==> src/hdl/ecl_fifo.sv <==
// Two-entry job queue between the front and back parts of the loss core.
// Depends on nothing.
`default_nettype none
module ecl_fifo #(
    parameter int W = 8
) (
    input  wire logic         clk,
    input  wire logic         rst_n,
    input  wire logic         push,
    input  wire logic [W-1:0] wdata,
    output logic              full,
    input  wire logic         pop,
    output logic              not_empty,
    output logic [W-1:0]      rdata
);
    logic [W-1:0] mem [2];
    logic         wp_reg;
    logic         rp_reg;
    logic [1:0]   cnt_reg;

    assign full      = (cnt_reg == 2'd2);
    assign not_empty = (cnt_reg != 2'd0);
    assign rdata     = mem[rp_reg];

    always_ff @(posedge clk) begin
        if (push) begin
            mem[wp_reg] <= wdata;
        end
    end

    always_ff @(posedge clk or negedge rst_n) begin
        if (!rst_n) begin
            wp_reg  <= 1'b0;
            rp_reg  <= 1'b0;
            cnt_reg <= 2'd0;
        end else begin
            if (push) begin
                wp_reg <= ~wp_reg;
            end
            if (pop) begin
                rp_reg <= ~rp_reg;
            end
            cnt_reg <= cnt_reg + 2'(push) - 2'(pop);
        end
    end
endmodule
`default_nettype wire

==> config.mk <==
export PLATFORM = sky130hd
export DESIGN_NAME = ecl_fifo
export DESIGN_NICKNAME = d
export VERILOG_FILES = /design/src/hdl/ecl_fifo.sv
export SDC_FILE = /design/constraint.sdc
export NUM_CORES = 1
export LEC_CHECK = 0
export ABC_AREA = 1
export BUFFER_PORTS_ARGS = -buffer_cell sky130_fd_sc_hd__buf_2
export CAP_MARGIN = 30
export CORE_MARGIN = 10
export CORE_UTILIZATION = 30
export CTS_BUF_LIST = sky130_fd_sc_hd__clkbuf_8 sky130_fd_sc_hd__clkbuf_16
export DETAILED_ROUTE_END_ITERATION = 7
export GPL_TIMING_DRIVEN = 0
export PLACE_DENSITY_LB_ADDON = 0.15
export SYNTH_ARGS = -nofsm -noshare
export SYNTH_HDL_FRONTEND = slang
export SYNTH_SLANG_ARGS = --single-unit
export TNS_END_PERCENT = 100
==> constraint.sdc <==
create_clock -name clk -period 1.35 [get_ports clk]
set_clock_uncertainty 0.1 [all_clocks]
set_input_delay 0.135 -clock clk [delete_from_list [all_inputs] [get_ports clk]]
set_output_delay 0.135 -clock clk [all_outputs]
set_load 0.03 [all_outputs]
# Word-level counts from Yosys, hierarchy flattened
# Memory sizes are Yosys's and may differ from the RTL's.
# Index checks and enable logic that the tools add are counted.
# classes
n_addsub	2
eq_ne	1
n_mux	2
n_bitwise	2
reduce_logical	1
# ops
cell	n
$add A2 B1 Y2	1
$eq A2 B2 Y1 const B	1
$mux W1	2
$not A1 Y1	2
$reduce_bool A2 Y1	1
$sub A2 B1 Y2	1
# totals
reg_bits	4
ramBits	16
wordCells	12
n_memories	1
# memory_table
name	words	width	rd	rd_ports_with_merged_regs	write_ports	line_no	rtl
mem	2	8	1	0	1	16	logic [W-1:0] mem [2];

# Logic depth before layout (Yosys ltp)
# logic_depth
depth_word	2
mapped_depth	7
ltp_nobuf	7

# Worst setup path before layout
# Ideal clock, no wire load.
# synth_path
kind	register to output
from	register rp_reg
to	output port rdata[0]
t_arrival_ns	1.184
t_required_ns	1.115
slack_ns	-0.069
stages_incl_launch_ff	3
path_buffers	1
path_cell_list	dfrtp_1 > buf_6 > o21ai_0
# synth_between
elab_chain_cells	1
# synth_rtl
item	line_no	rtl
start: declaration	18	logic rp_reg;
start signal: assignment	41	rp_reg <= ~rp_reg;
$mem_v2 Z2 W8	--	
end: declaration	14	output logic [W-1:0] rdata
# No other way between the ends.

# Worst setup path after layout
# layout_path
from	register rp_reg
to	output port rdata[5]
# The elaborated chain is that of the path after synthesis.

==> results.md <==
- Status: finished, violations left
- Failing checks: setup timing
- Vias in the first global route: 625
- Syn Nets: between 80 and 90
- Via-per-instance ratio: around 4.2
- Final wirelength: 1660 um
- Routability cong.: 0.636
- WP data required: 1.12 ns
- Critical R2R Capture: cnt_reg[1]$_DFF_PN0_
- Largest family of logic cells by synthesized area: buffers and inverters
- Multiplexer share of the synthesized area: 0%
- Most frequent cells in the layout: 16 x inv_1, 16 x edfxtp_1, 13 x nand2_1, 13 x buf_2, 10 x dlygate4sd3_1
- Pleak: roughly 0.00056 uW
- Hold path depth: 2
- Final Hold Fails: 0
- Initial Util: 30.7%
- Synth Area in Adders: 3.01%
- Clk Latency, worst-skew pair: 0.25 ns
- R2R Path Start: cnt_reg[0]$_DFF_PN0_
- Max Fclk: 0.691 GHz
- Count of pins over their slew limit: 0
- Hold Crit Class: in -> reg
- Post-route insts no fill: between 100 and 150
- Worst hold path endpoint: wp_reg$_DFFE_PN0P_
- DRC viols: 0
- # rows: 19
- Post-synth top area share: 57.8%
- Antenna cell count: 0
- Inst Count DP: between 100 and 150
- Peak fanout along the critical path: 9
- Syn Inst Count: 67
- Fraction of layout cells with a size suffix above 1: 33.3%
- Seq. cell area: 581 sq um
- Dpl ws: -0.146 ns
- Number of flip-flops under the largest register name: 16
- Pin count of the biggest net entering global routing: 12
- Critical path class: reg -> out
- IO buf count: 21
- Sw power: 990 uW
- Cell Area, Synth: 831 sq um
- Post-DP HPWL: 1210 um
- Sequential Power Share: 34.9%
- # IOs: 22
- Post-synthesis sequential area ratio: 69.9%
- Worst Reg-to-Reg Cells: 6
- Setup crit start kind: flop
- VDD IR-drop max: about 1.4 mV
- Nets: 120
- Simple-gate portion of the synthesized area: 8.28%
- Total Routing Usage GR: 6.86%
- CTS Buffer Depth: 2
- Grt ovf: 0
- WHS: around 0.013 ns
- Clock sink total: 20
- Post-route setup slack: -0.0967 ns
- Gate power share: about half
- First-iteration detailed-routing DRC count: 14
- Clock Tree Root: clkbuf_8
- Clk pin slew, worst setup/hold paths: 0.07 ns
- RSZ-0062 raised after global routing: true
- Synth area leaders: edfxtp_1 58%, dfrtp_1 12%, inv_1 6.8%, nand2_1 6.8%, o21ai_2 3.2%
- Worst min-delay path startpoint: push
- Synth unique cells: 12
- WP data arrival: 1.21 ns
- R2r setup slk: around 0.13 ns
- Yosys reg bits: 20
- First-pass GRT wire length: 2740 um
- Core box area: 2710 sq um
- Worst slew pin tran: between 0.3 and 0.4 ns
- CP endpoint kind: primary output
- H-tree levels: 1
- Die span in x: 72.6 um
- TritonCTS buffer count: 3
- Compound-Gate Fraction of Synth Area: approximately 6%
- XOR/XNOR Fraction of Synth Area: 2.11%
- Slew headroom: between 70% and 80%
- FILL cells: between 200 and 300
- DIE AREA: 5270 sq um
- Die Y: 72.6 um
- Pre-Repair DR Iteration Count: 4
- Antenna violations before repair: 0
- Max-Cap Viols: 0
- Yosys warning total: 0
- Min Tclk post-route: approximately 1.4 ns
- Routed vias: around 570
- Net Sw Frac: 38.2%
- Final setup vio count: 8
- Post-DRT Antenna Nets: 0
- Cell Int Power: 1600 uW
- CTS tree: built
- Multi-input logic area: 183 sq um
- Final period util: 107%
- Clock share of power: 14.8%
- Power Dens Cells: 2140 nW/um^2
- Synth area leader: edfxtp_1
- Area added between synthesis and finish: 45.8%
- WL per Instance: between 10 and 15 um
- Mean Syn Cell Area: 12.4 sq um
## Yosys cell counts, drive strengths merged
cell,n
edfxtp,16
inv,15
nand2,15
o21ai,8
dfrtp,4
buf,2
ha,2
nor2,2
xor2,2
nand3,1
## metrics by stage
| stage | power [uW] | util, % | area [sq um] | setup TNS [ns] |
|---|---|---|---|---|
| after floorplan | 1650 | - | 831 | -0.346 |
| after global placement | 1920 | 36.0 | 975 | -0.984 |
| after detailed placement | 1940 | 36.0 | 975 | -1.16 |
| after CTS | 2540 | 43.5 | 1180 | -0.619 |
| after global routing | 2760 | 44.7 | 1210 | -0.969 |
| final | 2590 | 44.7 | 1210 | -0.569 |
## cells by family (layout without fill, tap and decap cells)
logic type,Yosys count,count (layout)
AND/OR/NAND/NOR,18,18
buffers and inverters,17,55
AO/OA/AOI/OAI,8,8
flip-flops,20,20
adder cells (fa/ha/maj),2,2
XOR/XNOR,2,2
## power by group through the flow
stage               sequential [uW]  clock (uW)  combinational, uW
global route                    922         418               1410
floorplan                       894           0                757
finish                          904         383               1310
global placement                900           0               1020
CTS                             896         397               1240
detailed placement              906           0               1030
## layer usage
metal | global-route usage (%) | vias to the layer above | wire length, um
li1 | - | 289 | -
met1 | 6.37 | 267 | 634
met2 | 12.8 | 8 | 937
met3 | 2.18 | 2 | 77
met4 | 3.80 | 0 | 13
met5 | 0 | - | 0
## worst max-delay path, stage by stage (launching register included)
cell and delay [ns]:
dfrtp_1 0.38, buf_6 0.14, clkbuf_16 0.15, o21ai_4 0.14, buf_6 0.14
## repair_timing
item / CTS / global route
gates resized for setup: 16 / 3
endpoints found under the setup margin: 16 / 16
hold buffers: 10 / 0
buffers inserted: 2 / 0
gates cloned: 0 / 1
pin swaps: 1 / 0
endpoints found under the hold margin: 21 / 0
## final cells by class
cell class	instances	share of cell area, %
plain buffers	2	2.58
clock buffers	3	3.41
clock inverters	1	0.310
inverters	15	4.65
multi-input cells	30	15.1
flip-flops and latches	20	47.9
well taps	31	3.20
repair buffers	34	22.8
## worst max-delay path by stage
stage	from	end	cells after the start	slack [ns]
floorplan	rp_reg$_DFFE_PN0P_	rdata[0]	2	-0.07
global placement	wp_reg$_DFFE_PN0P_	mem[0][5]$_DFFE_PP_	1	-0.12
detailed placement	wp_reg$_DFFE_PN0P_	mem[0][6]$_DFFE_PP_	1	-0.15
CTS	rp_reg$_DFFE_PN0P_	rdata[7]	5	-0.09
global route	rp_reg$_DFFE_PN0P_	rdata[6]	4	-0.15
finish	rp_reg$_DFFE_PN0P_	rdata[5]	4	-0.1
No activity file was read; power rests on OpenSTA's default activity.
